## config.mk

```make
export PLATFORM = sky130hd
export DESIGN_NAME = hex_length_chunk_framer_core
export DESIGN_NICKNAME = d
export VERILOG_FILES = /design/src/hw/rtl/hcf_pkg.sv /design/src/hw/rtl/hcf_ram.sv /design/src/hw/rtl/hcf_ctrl.sv /design/src/hw/rtl/hcf_dpath.sv /design/src/hw/rtl/hex_length_chunk_framer_core.sv
export SDC_FILE = /design/constraint.sdc
export NUM_CORES = 1
export LEC_CHECK = 0
export BUFFER_PORTS_ARGS = -buffer_cell sky130_fd_sc_hd__buf_2
export CORE_MARGIN = 1
export CORE_UTILIZATION = 60
export CTS_CLUSTER_DIAMETER = 120
export DETAILED_ROUTE_END_ITERATION = 6
export PLACE_DENSITY = 0.87
export SYNTH_ARGS = -nofsm -noshare
export SYNTH_HDL_FRONTEND = slang
export SYNTH_SLANG_ARGS = --single-unit
```

## constraint.sdc

```tcl
create_clock -name clk -period 4.7 [get_ports clk]
set_input_delay 0.705 -clock clk [delete_from_list [all_inputs] [get_ports clk]]
set_output_delay 0.705 -clock clk [all_outputs]
set_load 0.005 [all_outputs]
```

## src/hw/rtl/hcf_pkg.sv

```systemverilog
// Shared types, constants and helpers for the hex length chunk framer.
// No dependencies; imported by every module of the block except hcf_ram.
package hcf_pkg;

  typedef enum logic [1:0] {
    ACT_BYTE   = 2'd0,
    ACT_FLUSH  = 2'd1,
    ACT_FINISH = 2'd2,
    ACT_NONE   = 2'd3
  } action_t;

  typedef enum logic [1:0] {
    SEL_HDR  = 2'd0,
    SEL_DATA = 2'd1,
    SEL_MARK = 2'd2
  } out_sel_t;

  localparam logic [7:0] CHAR_ZERO = 8'h30;
  localparam logic [7:0] CHAR_D    = 8'h64;
  localparam int         HDR_LEN   = 8;
  localparam int         HEX_DIGITS = 7;

  localparam logic       REG_CHUNK_SIZE  = 1'b0;
  localparam logic [5:0] CHUNK_SIZE_RST  = 6'd32;

  typedef struct packed {
    logic     accept;
    logic     store_in;
    logic     store_item;
    logic     clr_cnt;
    logic     inc_cnt;
    logic     rd_en;
    logic     rd_first;
    logic     fill_clr;
    logic     load_out;
    out_sel_t sel;
    logic     out_last;
  } hcf_cmd_t;

  typedef struct packed {
    logic fill_zero;
    logic fill_ge_cap;
    logic cnt_is7;
    logic data_last;
    logic slot_free;
  } hcf_sts_t;

  function automatic logic [7:0] hex_char(input logic [3:0] n);
    logic [7:0] v;
    v = {4'h0, n};
    if (n < 4'd10) begin
      return CHAR_ZERO + v;
    end else begin
      return 8'h57 + v;
    end
  endfunction

endpackage

```

## src/hw/rtl/hcf_ram.sv

```systemverilog
// Generic single write port, single read port RAM with registered read.
// No dependencies.
module hcf_ram #(
  parameter int WIDTH = 8,
  parameter int DEPTH = 32
) (
  input  logic                                   clk,
  input  logic                                   we,
  input  logic [((DEPTH > 1) ? $clog2(DEPTH) : 1)-1:0] waddr,
  input  logic [WIDTH-1:0]                       wdata,
  input  logic                                   re,
  input  logic [((DEPTH > 1) ? $clog2(DEPTH) : 1)-1:0] raddr,
  output logic [WIDTH-1:0]                       rdata
);

  logic [WIDTH-1:0] mem [DEPTH];

  always_ff @(posedge clk) begin
    if (we) begin
      mem[waddr] <= wdata;
    end
    if (re) begin
      rdata <= mem[raddr];
    end
  end

endmodule

```

## src/hw/rtl/hcf_ctrl.sv

```systemverilog
// Sequencer for the chunk framer: accepts items and steps through header,
// payload and end marker. Depends on hcf_pkg.
module hcf_ctrl import hcf_pkg::*; (
  input  logic      clk,
  input  logic      rst,
  input  logic      in_valid,
  output logic      in_ready,
  input  logic [1:0] action,
  input  hcf_sts_t  sts,
  output hcf_cmd_t  cmd
);

  typedef enum logic [5:0] {
    S_IDLE    = 6'b000001,
    S_HDR     = 6'b000010,
    S_DATA_RD = 6'b000100,
    S_DATA_WR = 6'b001000,
    S_MARK    = 6'b010000,
    S_STORE   = 6'b100000
  } state_t;

  state_t  state, state_next;
  action_t act, act_next;
  logic    accept;

  assign in_ready = (state == S_IDLE);
  assign accept   = in_valid & in_ready;

  always_ff @(posedge clk) begin
    if (rst) begin
      state <= S_IDLE;
      act   <= ACT_NONE;
    end else begin
      state <= state_next;
      act   <= act_next;
    end
  end

  always_comb begin
    cmd        = '0;
    state_next = state;
    act_next   = act;
    unique case (state)
      S_IDLE: begin
        if (accept) begin
          cmd.accept = 1'b1;
          act_next   = action_t'(action);
          case (action_t'(action))
            ACT_BYTE: begin
              if (sts.fill_ge_cap) begin
                cmd.clr_cnt = 1'b1;
                state_next  = S_HDR;
              end else begin
                cmd.store_in = 1'b1;
              end
            end
            ACT_FLUSH: begin
              if (!sts.fill_zero) begin
                cmd.clr_cnt = 1'b1;
                state_next  = S_HDR;
              end
            end
            ACT_FINISH: begin
              cmd.clr_cnt = 1'b1;
              state_next  = sts.fill_zero ? S_MARK : S_HDR;
            end
            default: ;
          endcase
        end
      end
      S_HDR: begin
        if (sts.slot_free) begin
          cmd.load_out = 1'b1;
          cmd.sel      = SEL_HDR;
          if (sts.cnt_is7) begin
            cmd.clr_cnt = 1'b1;
            state_next  = S_DATA_RD;
          end else begin
            cmd.inc_cnt = 1'b1;
          end
        end
      end
      S_DATA_RD: begin
        cmd.rd_en    = 1'b1;
        cmd.rd_first = 1'b1;
        state_next   = S_DATA_WR;
      end
      S_DATA_WR: begin
        if (sts.slot_free) begin
          cmd.load_out = 1'b1;
          cmd.sel      = SEL_DATA;
          if (sts.data_last) begin
            cmd.out_last = (act != ACT_FINISH);
            cmd.fill_clr = 1'b1;
            cmd.clr_cnt  = 1'b1;
            if (act == ACT_BYTE) begin
              state_next = S_STORE;
            end else if (act == ACT_FINISH) begin
              state_next = S_MARK;
            end else begin
              state_next = S_IDLE;
            end
          end else begin
            cmd.inc_cnt = 1'b1;
            cmd.rd_en   = 1'b1;
          end
        end
      end
      S_MARK: begin
        if (sts.slot_free) begin
          cmd.load_out = 1'b1;
          cmd.sel      = SEL_MARK;
          cmd.out_last = sts.cnt_is7;
          if (sts.cnt_is7) begin
            state_next = S_IDLE;
          end else begin
            cmd.inc_cnt = 1'b1;
          end
        end
      end
      S_STORE: begin
        cmd.store_item = 1'b1;
        state_next     = S_IDLE;
      end
      default: state_next = S_IDLE;
    endcase
  end

endmodule

```

## src/hw/rtl/hcf_dpath.sv

```systemverilog
// Datapath of the chunk framer: chunk buffer, fill level, byte counter,
// header digit generation and output register. Depends on hcf_pkg, hcf_ram.
module hcf_dpath import hcf_pkg::*; #(
  parameter int BUF_DEPTH = 32
) (
  input  logic       clk,
  input  logic       rst,
  input  hcf_cmd_t   cmd,
  output hcf_sts_t   sts,
  input  logic [7:0] data_byte,
  input  logic [5:0] chunk_size,
  output logic       out_valid,
  input  logic       out_ready,
  output logic [7:0] out_byte,
  output logic       last_of_run
);

  localparam int FW = $clog2(BUF_DEPTH + 1);
  localparam int AW = (BUF_DEPTH > 1) ? $clog2(BUF_DEPTH) : 1;
  localparam int CW = (FW > 3) ? FW : 3;

  logic [FW-1:0] fill;
  logic [CW-1:0] cnt;
  logic [CW:0]   cnt_inc;
  logic [CW:0]   fill_ext;
  logic [7:0]    item_byte;
  logic [6:0]    cap;
  logic [27:0]   hdr_val;
  logic [4:0]    shamt;
  logic [3:0]    nibble;
  logic [7:0]    hdr_byte;
  logic [7:0]    byte_next;
  logic          we;
  logic [AW-1:0] waddr;
  logic [AW-1:0] raddr;
  logic [7:0]    wdata;
  logic [7:0]    rdata;

  assign cnt_inc  = (CW+1)'(cnt) + (CW+1)'(1);
  assign fill_ext = (CW+1)'(fill);

  always_comb begin
    if (chunk_size == 6'd0) begin
      cap = 7'd1;
    end else if (7'(chunk_size) > 7'(BUF_DEPTH)) begin
      cap = 7'(BUF_DEPTH);
    end else begin
      cap = 7'(chunk_size);
    end
  end

  assign sts.fill_zero   = (fill == '0);
  assign sts.fill_ge_cap = (7'(fill) >= cap);
  assign sts.cnt_is7     = (cnt == CW'(HDR_LEN - 1));
  assign sts.data_last   = (cnt_inc == fill_ext);
  assign sts.slot_free   = ~out_valid | out_ready;

  assign we    = cmd.store_in | cmd.store_item;
  assign waddr = cmd.store_in ? AW'(fill) : '0;
  assign wdata = cmd.store_in ? data_byte : item_byte;
  assign raddr = cmd.rd_first ? '0 : AW'(cnt_inc);

  hcf_ram #(
    .WIDTH (8),
    .DEPTH (BUF_DEPTH)
  ) u_buf (
    .clk   (clk),
    .we    (we),
    .waddr (waddr),
    .wdata (wdata),
    .re    (cmd.rd_en),
    .raddr (raddr),
    .rdata (rdata)
  );

  // digit i of the header is bits 4*(6-i) up of the fill level
  assign hdr_val  = 28'(fill);
  assign shamt    = {3'(HEX_DIGITS - 1) - cnt[2:0], 2'b00};
  assign nibble   = 4'(hdr_val >> shamt);
  assign hdr_byte = sts.cnt_is7 ? CHAR_D : hex_char(nibble);

  always_comb begin
    case (cmd.sel)
      SEL_HDR:  byte_next = hdr_byte;
      SEL_DATA: byte_next = rdata;
      SEL_MARK: byte_next = sts.cnt_is7 ? CHAR_D : CHAR_ZERO;
      default:  byte_next = CHAR_ZERO;
    endcase
  end

  always_ff @(posedge clk) begin
    if (rst) begin
      fill      <= '0;
      cnt       <= '0;
      out_valid <= 1'b0;
    end else begin
      if (cmd.store_in) begin
        fill <= fill + FW'(1);
      end else if (cmd.store_item) begin
        fill <= FW'(1);
      end else if (cmd.fill_clr) begin
        fill <= '0;
      end
      if (cmd.clr_cnt) begin
        cnt <= '0;
      end else if (cmd.inc_cnt) begin
        cnt <= cnt + CW'(1);
      end
      if (cmd.load_out) begin
        out_valid <= 1'b1;
      end else if (out_ready) begin
        out_valid <= 1'b0;
      end
    end
  end

  always_ff @(posedge clk) begin
    if (cmd.accept) begin
      item_byte <= data_byte;
    end
    if (cmd.load_out) begin
      out_byte    <= byte_next;
      last_of_run <= cmd.out_last;
    end
  end

endmodule

```

## src/hw/rtl/hex_length_chunk_framer_core.sv

```systemverilog
// Hex length chunk framer top level: APB register, sequencer and datapath.
// Depends on hcf_pkg, hcf_ctrl, hcf_dpath.
//
// Input channel (in_valid/in_ready, action, data_byte) takes one item per
// transfer. A payload byte with room in the buffer is stored as it is
// taken, so such bytes go in back to back. A byte into a full buffer, a
// flush of a non-empty buffer or a finish starts a run on the output channel
// (out_valid/out_ready, out_byte, last_of_run): an 8-byte hex length header,
// a read of the first buffered byte, then one payload byte per cycle from the
// chunk buffer RAM while the receiver is ready; a finish then adds the 8-byte
// end marker, and a byte that found the buffer full is then stored as the
// first byte of the next chunk. A finish on an empty buffer gives only the
// end marker. The first output byte is registered from S_HDR or S_MARK,
// entered after the item is taken. in_ready is low while a run is being
// produced. A stalled receiver holds the output register and the sequencer
// waits; nothing is lost. Reset empties the buffer and sets chunk_size
// to 32. chunk_size (address 0) is to be written by the user only while
// the block is idle; the block itself does not enforce this.
module hex_length_chunk_framer_core import hcf_pkg::*; #(
  parameter int BUF_DEPTH = 32
) (
  input  logic        clk,
  input  logic        rst,
  input  logic        psel,
  input  logic        penable,
  input  logic        pwrite,
  input  logic [2:0]  paddr,
  input  logic [31:0] pwdata,
  output logic [31:0] prdata,
  output logic        pready,
  input  logic        in_valid,
  output logic        in_ready,
  input  logic [1:0]  action,
  input  logic [7:0]  data_byte,
  output logic        out_valid,
  input  logic        out_ready,
  output logic [7:0]  out_byte,
  output logic        last_of_run
);

  logic [5:0] chunk_size;
  hcf_cmd_t   cmd;
  hcf_sts_t   sts;

  assign pready = 1'b1;
  assign prdata = (paddr[2] == REG_CHUNK_SIZE) ? {26'd0, chunk_size} : 32'd0;

  always_ff @(posedge clk) begin
    if (rst) begin
      chunk_size <= CHUNK_SIZE_RST;
    end else if (psel && penable && pwrite && pready && (paddr[2] == REG_CHUNK_SIZE)) begin
      chunk_size <= pwdata[5:0];
    end
  end

  hcf_ctrl u_ctrl (
    .clk      (clk),
    .rst      (rst),
    .in_valid (in_valid),
    .in_ready (in_ready),
    .action   (action),
    .sts      (sts),
    .cmd      (cmd)
  );

  hcf_dpath #(
    .BUF_DEPTH (BUF_DEPTH)
  ) u_dpath (
    .clk         (clk),
    .rst         (rst),
    .cmd         (cmd),
    .sts         (sts),
    .data_byte   (data_byte),
    .chunk_size  (chunk_size),
    .out_valid   (out_valid),
    .out_ready   (out_ready),
    .out_byte    (out_byte),
    .last_of_run (last_of_run)
  );

endmodule

```

# Word-level counts from Yosys, hierarchy flattened
# Memories as Yosys holds them, arrays and structs flattened. A register that Yosys moved wholly into a read port is not among the register bits.
# Cells that the tools add are included.
# totals
regBits,44
ram_bits,256
input_bits,52
out_inout_bits,44
word_cells,120
n_memories,1
# memory_table
name,depth,word_bits,read_ports,rd_ports_with_merged_regs,write_ports,line_no,text
u_dpath.u_buf.mem,32,8,1,1,1,hcf_ram.sv:16,logic [WIDTH-1:0] mem [DEPTH];
# op_classes
n_addsub,6
magnitude_cmp,3
n_eq_ne,24
shifts,1
muxes,58
bitwise_logic,5
n_reduce_logical,13
# ops
op,n
2-to-1 mux 6 bit,15
one-hot mux 6 bit (5 select lines),1
2-to-1 mux 5 bit,5
2-to-1 mux 8 bit,3
one-hot mux 8 bit (3 select lines),1
one-hot mux 6 bit (3 select lines),1
2-to-1 mux 1 bit,17
2-to-1 mux 7 bit,2
"adder 6 x 1 -> 6 bit, second input constant",2
"== test 6 x 3 -> 1 bit, second input constant",2
logical NOT 6 bit,2
"inequality test 2 bit, second input constant",6
AND reduction 10 bit,1
one-hot mux 1 bit (3 select lines),3
one-hot mux 3 bit (3 select lines),1
"adder 7 x 4 -> 8 bit, first input constant",1
2-to-1 mux 2 bit,4
"adder 6 x 1 -> 7 bit, second input constant",1
"adder 6 x 4 -> 7 bit, first input constant",1
== test 7 x 6 -> 1 bit,1
>= comparator 6 x 7 -> 1 bit,1
"== test 2 bit, second input constant",3
"== test 6 x 1 -> 1 bit, second input constant",1
"== test 6 x 2 -> 1 bit, second input constant",1
23 further kinds,34

# Depth between registers and ports, before layout
# Gate-level depths: netlist of the first run.
# depth
depth_word,11
depth_mapped,13
depth_no_buf,10

# Cells and area by module
# From an unflattened synthesis of the first run, not the netlist that was laid out.
# unflattened
hier_cells,760
area_unflattened_um2,13251.5
# by_module_without_submodules
module,instances,cells_per_inst,area_per_inst_um2,seq_area_each_um2
hcf_ram,1,417,10133.5,7927.6
hcf_dpath,1,189,1863.0,770.7
hcf_ctrl,1,92,716.9,160.2
hex_length_chunk_framer_core,1,62,538.0,120.1

# Least setup slack after synthesis of the first run
# Ideal clock, no wire load.
# synth_timing
path_type,register to register
start,register chunk_size[1]
end,memory u_dpath.u_buf.mem[4][0] (enable)
setup_ps,385
t_arrival_ps,2656
required_time_ps,4315
slack_ps,1659
stages_incl_launch_ff,10
n_path_buf,0
period_less_slack_ps,3041
cell_sequence,dfxtp_1 > nor4_1 > nor2_1 > nor2_1 > ha_1 > nand2b_1 > a31oi_1 > o2111ai_1 > o31a_1 > nor3b_1
# synth_via
elab_chain_cells,11
elab_cells_between_ends,13
classes_between,2 x order compare; 9 x mux; 1 x bitwise; 1 x reduce/logical
# synth_rtl
element,line_no,text
start: declaration,hex_length_chunk_framer_core.sv:41,logic [5:0] chunk_size;
start signal: assignment,hex_length_chunk_framer_core.sv:52,chunk_size <= pwdata[5:0];
greater-than comparator 6 bit,hcf_dpath.sv:45,end else if (7'(chunk_size) > 7'(BUF_DEPTH)) begin
2-to-1 mux 6 bit,hcf_dpath.sv:45,
2-to-1 mux 7 bit *,hcf_dpath.sv:43,if (chunk_size == 6'd0) begin
>= comparator 6 x 7 -> 1 bit *,hcf_dpath.sv:53,assign sts.fill_ge_cap = (7'(fill) >= cap);
2-to-1 mux 1 bit *,hcf_ctrl.sv:50,if (sts.fill_ge_cap) begin
2-to-1 mux 1 bit *,hcf_ctrl.sv:48,case (action_t'(action))
2-to-1 mux 2 bit *,hcf_ctrl.sv:45,if (accept) begin
2-to-1 mux 2 bit *,hcf_ctrl.sv:43,unique case (state)
OR 1 bit,hcf_dpath.sv:58,assign we = cmd.store_in | cmd.store_item;
2-to-1 mux 1 bit,hcf_ram.sv:19,if (we) begin
2-to-1 mux 1 bit (not written as such),hcf_ram.sv:20,mem[waddr] <= wdata;
end: declaration,hcf_ram.sv:16,
# Mark *: on every way between the ends. The rest lies on a longest branch, timed or not.

# Final worst setup path of the first run
# layout_timing
start,register u_dpath.fill[4]
end,memory u_dpath.u_buf.mem[31][3] (enable)
# layout_via
elab_chain_cells,8
elab_cells_between_ends,9
classes_between,1 x order compare; 7 x mux; 1 x bitwise
# layout_rtl
element,line_no,text
start: declaration,hcf_dpath.sv:22,logic [FW-1:0] fill;
start signal: assignment,hcf_dpath.sv:98,fill <= fill + FW'(1);
>= comparator 6 x 7 -> 1 bit,hcf_dpath.sv:53,
2-to-1 mux 1 bit,hcf_ctrl.sv:50,
2-to-1 mux 1 bit,hcf_ctrl.sv:48,
2-to-1 mux 2 bit,hcf_ctrl.sv:45,
2-to-1 mux 2 bit,hcf_ctrl.sv:43,
OR 1 bit,hcf_dpath.sv:58,
2-to-1 mux 1 bit,hcf_ram.sv:19,
2-to-1 mux 1 bit (not written as such),hcf_ram.sv:20,
# Parallel ways exist; a longest one is shown, timed or not.

==> PnR_summary.wiki, run 1 <==
{| class="wikitable"
! Metric !! Value
|-
| Result of the run || finished with violations
|-
| Failing checks || DRC
|-
| Slowest cell delay on critical path || 0.78 ns
|-
| Register bit total from synthesis || 308
|-
| Syn Std Cell Area || 13600 um^2
|-
| Number of synthesized flops with an enable pin || 281
|-
| Number of buffers inserted by post-CTS setup repair || 0
|-
| Final setup vio count || 0
|-
| Async set or reset register ratio after synthesis || 0%
|-
| TritonCTS buffer count || 30
|-
| Detailed-routing iteration count for the pre-antenna-repair pass || 7
|-
| CP max-delay cell || nor2_1
|-
| Max Fanout on Critical Path || 15
|-
| Top cell type by total area after synthesis || edfxtp_1
|-
| Number of max-slew violations in the final report || 0
|-
| Leak pwr || 4.95 nW
|-
| Worst-Skew Late Latency || 0.57 ns
|-
| Power per Cell Area || 448 nW/um^2
|-
| Number of synthesis warnings || 0
|-
| DR iter-0 viols || 899
|-
| VDD IR max || 274 uV
|-
| Final Hold Viols || 0
|-
| Worst endpoint required time || 4.89 ns
|-
| Height of the die || 153 um
|-
| Count of buffering cells on the critical path with inverters included || 0
|-
| RSZ-0062 raised after global routing || no
|-
| Antenna violations before repair || 0
|-
| Setup TNS || 0 ns
|-
| Tmin final || 3.68 ns
|-
| Kind of start point of the critical path || flip-flop
|-
| Die extent in x || 153 um
|-
| Fmax achieved || 272 MHz
|-
| Clock root buffer || clkbuf_16
|-
| Clock-pin transition on the worst setup and hold timing paths || 0.06 ns
|-
| TritonCTS clock tree || yes
|-
| Post-detailed-routing wire length || 30400 um
|-
| Vias per inst || 6.66
|-
| Leading cell types in the layout, fill and taps excluded || edfxtp_1 (281), nand2_1 (120), nor2_1 (85)
|-
| Number of diodes added for antenna fixing || 0
|-
| Die outline area || 23300 um^2
|-
| Power consumption || 6.69 mW
|-
| DRC violations left || 8
|-
| Via count of the first global-routing pass || 8529
|-
| Top cells by area, synth || edfxtp_1 (62%), mux4_2 (5.3%), dfxtp_1 (4.0%), nand2_1 (3.3%), nor2_1 (2.3%)
|-
| DP Wirelength || 18100 um
|-
| Initial core utilization || 61.9%
|-
| Max Root-Sink Buffers || 3
|-
| CP top delay family || simple AND/OR/NAND/NOR gates
|-
| Post-Route Hold Slack || 0.342 ns
|-
| Row count || 54
|-
| Worst Skew || 0.0219 ns
|-
| Global-route congestion overflow total || 0
|-
| Core area || 22000 um^2
|-
| Predominant post-synthesis flop cell || edfxtp_1
|-
| Crit Path Category || reg2reg
|-
| # hold bufs at CTS || 0
|-
| Final routed wire length divided by cell count || 22.9 um
|-
| Number of clock sinks || 308
|-
| H-tree levels || 1
|-
| Type of element capturing the critical path || flip-flop
|-
| Crit path DAT || 3.87 ns
|-
| Max-cap violations || 0
|-
| Gp weighted congestion || 0.933
|-
| Hold Crit Class || in2reg
|-
| Sequential fraction of the synthesis area || 65.9%
|-
| Global-route wire length before repair || 46900 um
|-
| Total routing resource utilization after global routing || 26.2%
|-
| Ports placed on the boundary || 96
|-
| Largest net degree at the start of global routing || 97
|-
| Distinct cell type count after synthesis || 67
|-
| Port Buf Inserts || 40
|-
| Net total in the final layout || 1093
|-
| Most frequent standard cell in the layout excluding fill and tap cells || edfxtp_1
|-
| Post-detailed-route count of antenna-violating nets || 0
|-
| Overall via count from detail_route || 8851
|-
| Number of filler cells placed in the layout || 1412
|-
| Cells along the critical path || ha_1, a21o_1, a21oi_1, o2111a_1, nand3_1, nor2_1
|-
| Transition at the pin with the smallest max-transition slack || 1.30 ns
|-
| Fraction of final layout cells sized beyond drive strength 1 || 14.2%
|-
| Worst slew slack as a fraction of its limit || 12.8%
|-
| Mean cell area of the mapped netlist || 13.6 um^2
|-
| CTS-repair resized insts || 0
|-
| Layout area overhead || 9.64%
|-
| Final clock period utilization by the worst path || 78.3%
|-
| Synthesized instance count || 1000
|-
| Share of the synthesized area in the top cell type || 61.9%
|}
layout make-up:
cell class	instances	area [um^2]	area share [%]
clock buffers	34	766	5.13
clock inverters	20	244	1.63
inverters	13	50.0	0.335
multi-input cells	618	4220	28.3
flip-flops and latches	308	8980	60.1
well taps	280	350	2.34
repair buffers	55	325	2.18
sequential cells by signal, summed over array words and instances, names as in the netlist:
name	flops
chunk_size	6
u_ctrl.act	2
u_ctrl.state	6
u_dpath.cnt	6
u_dpath.fill	6
u_dpath.item_byte	8
u_dpath.last_of_run	1
u_dpath.out_byte	8
u_dpath.out_valid	1
u_dpath.u_buf.mem	256
u_dpath.u_buf.rdata	8
per-layer routing:
layer  track usage (%)  vias up  wire [um]
met3              5.26      100       3000
met5                 0        -          0
met4              12.2        0       1340
met1              33.9     4388      11600
met2              42.9      535      14500
li1                  -     3828          -
cells by family after synthesis:
| logic type | share of synthesized area [%] |
|---|---|
| AND/OR/NAND/NOR | 10.7 |
| flip-flops | 65.9 |
| AO/OA/AOI/OAI | 9.93 |
| buffers and inverters | 4.01 |
| multiplexers | 7.13 |
| adder cells (fa/ha/maj) | 1.38 |
| XOR/XNOR | 0.955 |
| other | 0.0551 |
worst reg2reg max path, stage by stage, from the launching register on:
cell      delay [ns]
dfxtp_1         0.66
ha_1            0.35
a21o_1          0.19
a21oi_1         0.28
o2111a_1        0.51
nand3_1         0.55
nor2_1          0.79
per-stage QoR:
step / utilization [%] / std cells / area (um^2) / setup slack, ns
after floorplan: - / 1025 / 13700 / 1.66
after global placement: 63.2 / 1274 / 13900 / 1.21
after detailed placement: 63.2 / 1274 / 13900 / 1.12
after CTS: 67.8 / 1328 / 14900 / 1.12
after global routing: 67.8 / 1328 / 14900 / 0.873
final: 67.8 / 1328 / 14900 / 1.02
synth_stat cells (all sizes together), types with 3 or more instances:
cell and count:
nor3 8, nand3 32, a211oi 22, inv 13
a221o 17, nand2b 5, and2 5, nand4 3
xor2 5, o2bb2ai 16, edfxtp 281, nand2 121
mux2i 24, nor2 85, or4 8, o2111ai 19
nand3b 4, mux4 32, or3 9, xnor2 9
buf 63, a21oi 51, and3 4, nor4 3
clkbuf 23, nand4b 4, dfxtp 27, nor2b 10
ha 15, o21ai 45
power by group:
part           total (mW)  internal, mW  leakage [nW]  switching, mW
clock                2.46          1.45         0.489           1.01
sequential           3.31          3.26          2.75         0.0500
combinational       0.916         0.257          1.72          0.659
total                6.69          4.97          4.95           1.72
path summary, 6_finish.rpt:
| kind | start | end | slack [ns] | depth (start not counted) |
|---|---|---|---|---|
| max | u_dpath.fill[4] | u_dpath.u_buf.mem[31][3] | 1.02 | 6 |
| min reg2reg | u_dpath.u_buf.rdata[3] | u_dpath.out_byte[3] | 0.51 | 2 |
| max reg2reg | u_dpath.fill[4] | u_dpath.u_buf.mem[31][3] | 1.02 | 6 |
| min | data_byte[4] | u_dpath.item_byte[4] | 0.34 | 1 |
Power figures use the tool's default switching activity.
==> run 2: changes to the inputs <==
--- a/config.mk
+++ b/config.mk
@@ -7,10 +7,10 @@
 export LEC_CHECK = 0
 export BUFFER_PORTS_ARGS = -buffer_cell sky130_fd_sc_hd__buf_2
 export CORE_MARGIN = 1
-export CORE_UTILIZATION = 60
+export CORE_UTILIZATION = 55
 export CTS_CLUSTER_DIAMETER = 120
 export DETAILED_ROUTE_END_ITERATION = 6
-export PLACE_DENSITY = 0.87
+export PLACE_DENSITY = 0.85
 export SYNTH_ARGS = -nofsm -noshare
 export SYNTH_HDL_FRONTEND = slang
 export SYNTH_SLANG_ARGS = --single-unit
==> constraint.sdc (replaced) <==
create_clock -name clk -period 3.3 [get_ports clk]
set_input_delay 0.495 -clock clk [delete_from_list [all_inputs] [get_ports clk]]
set_output_delay 0.495 -clock clk [all_outputs]
set_load 0.005 [all_outputs]
==> run 2 against run 1 <==
  * The run now ends clean
  * Combinational power rose by 52%
  * Via count rose by 0.93%
  * Sequential power rose by 42%
  * Clock power rose by 31%
==> PnR_summary.wiki, run 2 (same netlist as run 1, synthesis figures left out) <==
{| class="wikitable"
! Metric !! Value
|-
| Pint || 6.93 mW (+40%)
|-
| Number of max-slew violations in the final report || 0 (unchanged)
|-
| DP Wirelength || 19100 um (+5.6%)
|-
| Part of the power in registers || 50.4% (+0.8 points)
|-
| Detailed-routing iteration count for the pre-antenna-repair pass || 6 (-1)
|-
| H-tree levels || 1 (unchanged)
|-
| Most flop-heavy register || u_dpath.u_buf.mem
|-
| Final setup vio count || 0 (unchanged)
|-
| Max-cap violations || 0 (unchanged)
|-
| Largest register FFs || 256 (unchanged)
|-
| Gp weighted congestion || 0.883 (-5.3%)
|-
| Clock-pin transition on the worst setup and hold timing paths || 0.06 ns (about the same)
|-
| Worst setup slack after layout || 0.295 ns (-0.726 ns)
|-
| Type of element capturing the critical path || flip-flop
|-
| Number of clock sinks || 308 (unchanged)
|-
| Largest net degree at the start of global routing || 77 (-21%)
|-
| Crit Path Category || reg2reg
|-
| Max Fanout on Critical Path || 32 (+17)
|-
| Layout area overhead || 12.3%
|-
| Row count || 57 (+5.6%)
|-
| Via count of the first global-routing pass || 8596 (+0.79%)
|-
| Post-detailed-route count of antenna-violating nets || 0 (unchanged)
|-
| Overall via count from detail_route || 8933 (+0.93%)
|-
| Final clock period utilization by the worst path || 91.1% (+13 points)
|-
| Worst slew slack as a fraction of its limit || 50.9% (+38 points)
|-
| TritonCTS buffer count || 30 (unchanged)
|-
| Post-detailed-routing wire length || 31300 um (+3.0%)
|-
| Net total in the final layout || 1138 (+4.1%)
|-
| Total routing resource utilization after global routing || 24.7% (-1.5 points)
|-
| Antenna violations before repair || 0 (unchanged)
|-
| Cells along the critical path || nor4b_4, buf_4, a21bo_2, o21ai_0, a221o_1, a21oi_1, or4_1
|-
| Global-route wire length before repair || 48400 um (+3.3%)
|-
| Vias per inst || 6.31 (-5.3%)
|-
| Die outline area || 25400 um^2 (+9.0%)
|-
| Port Buf Inserts || 40 (unchanged)
|-
| TritonCTS clock tree || yes
|-
| Initial core utilization || 56.0% (-5.8 points)
|-
| Power per Cell Area || 608 nW/um^2 (+36%)
|-
| Ports placed on the boundary || 96 (unchanged)
|-
| Clock root buffer || clkbuf_16
|-
| Share of total power in combinational logic || 15.0% (+1.3 points)
|-
| Count of buffering cells on the critical path with inverters included || 1 (+1)
|-
| Leading cell types in the layout, fill and taps excluded || edfxtp_1 (281), nand2_1 (120), nor2_1 (85)
|-
| Fraction of final layout cells sized beyond drive strength 1 || 17.0% (+2.7 points)
|-
| Slowest cell delay on critical path || 0.64 ns (-0.14 ns)
|-
| Final Hold Viols || 0 (unchanged)
|-
| Crit path DAT || 3.40 ns (-0.47 ns)
|-
| # hold bufs at CTS || 0 (unchanged)
|-
| RSZ-0062 raised after global routing || no
|-
| Max Root-Sink Buffers || 3 (unchanged)
|-
| Number of filler cells placed in the layout || 1663 (+18%)
|-
| Worst-Skew Late Latency || 0.56 ns (about the same)
|-
| DRC violations left || 0 (-8)
|-
| Result of the run || finished clean
|-
| Die extent in x || 159 um (+4.4%)
|-
| CP max-delay cell || a21bo_2
|-
| Fmax achieved || 333 MHz (+22%)
|-
| Number of diodes added for antenna fixing || 0 (unchanged)
|-
| Net switching share of the total power || 25.5% (-0.21 points)
|-
| DR iter-0 viols || 1413 (+57%)
|-
| Core area || 24300 um^2 (+10%)
|-
| Post-placement setup slack || 0.297 ns (-0.821 ns)
|-
| Most frequent standard cell in the layout excluding fill and tap cells || edfxtp_1
|-
| Power consumption || 9.31 mW (+39%)
|-
| Transition at the pin with the smallest max-transition slack || 0.732 ns (-0.573 ns)
|-
| CP top delay family || compound AO/OA/AOI/OAI gates
|-
| Hold Crit Class || in2reg
|-
| Final routed wire length divided by cell count || 22.1 um (-3.3%)
|-
| Height of the die || 159 um (+4.4%)
|-
| Clock share of power || 34.6% (-2.2 points)
|-
| Tmin final || 3.00 ns (-0.674 ns)
|-
| Worst Skew || 0.0164 ns (-0.00555 ns)
|-
| Global-route congestion overflow total || 0 (unchanged)
|-
| Kind of start point of the critical path || flip-flop
|-
| Leak pwr || 5.17 nW (+4.3%)
|-
| Setup TNS || 0 ns (unchanged)
|-
| VDD IR max || 382 uV (+39%)
|-
| Post-Route Hold Slack || 0.129 ns (-0.213 ns)
|-
| Worst endpoint required time || 3.69 ns (-1.20 ns)
|-
| End-of-flow core utilization || 62.9% (-4.9 points)
|-
| Switch Pwr || 2.38 mW (+38%)
|}
[run 2: final cells by class]
| type | instances | area (um^2) | area share, % |
|---|---|---|---|
| well taps | 324 | 405 | 2.65 |
| flip-flops and latches | 308 | 8980 | 58.7 |
| repair buffers | 100 | 738 | 4.82 |
| clock inverters | 12 | 105 | 0.687 |
| inverters | 13 | 50.0 | 0.327 |
| clock buffers | 40 | 810 | 5.29 |
| multi-input cells | 618 | 4220 | 27.5 |
[run 2: power groups by stage]
stage	clock, mW	sequential, mW	combinational, mW
final	3.22	4.69	1.39
after global routing	3.41	4.69	1.49
after CTS	3.24	4.69	1.37
after detailed placement	0	4.77	1.36
after global placement	0	4.76	1.30
after floorplan	0	4.76	0.848
[run 2: worst register-to-register path: cells and delay by family, from the launching register on]
kind	cells	cell delay, ns
flops	1	0.39
buf+inv	1	0.34
compound gates	4	1.45
simple gates	2	0.66
[run 2: path summary, 6_finish.rpt]
| path | to | slack, ns | cells past startpoint | start |
|---|---|---|---|---|
| max | u_dpath.u_buf.rdata[6] | 0.30 | 7 | u_ctrl.state[1] |
| min | u_dpath.item_byte[0] | 0.13 | 1 | data_byte[0] |
| max reg2reg | u_dpath.u_buf.rdata[6] | 0.30 | 7 | u_ctrl.state[1] |
| min reg2reg | u_dpath.out_byte[5] | 0.51 | 1 | u_dpath.u_buf.rdata[5] |
[run 2: through the flow]
stage          instance area [um^2]  std cells
6_report                      15300       1415
5_1_grt                       15300       1415
4_1_cts                       15300       1415
3_5_place_dp                  14400       1363
3_3_place_gp                  14400       1363
2_1_floorplan                 13700       1025
[run 2: timing repair]
action / CTS / global route
resized for setup: 0 / 1
setup buffers: 0 / 0
setup endpoints to repair: 0 / 16
[run 2: per-layer routing]
| layer | up-vias | GRT usage (%) | share of wire [%] |
|---|---|---|---|
| met1 | 4334 | 32.5 | 37 |
| met5 | - | 0 | 0 |
| met3 | 66 | 5.26 | 10 |
| li1 | 3928 | - | - |
| met2 | 605 | 40.3 | 49 |
| met4 | 0 | 9.66 | 3.4 |
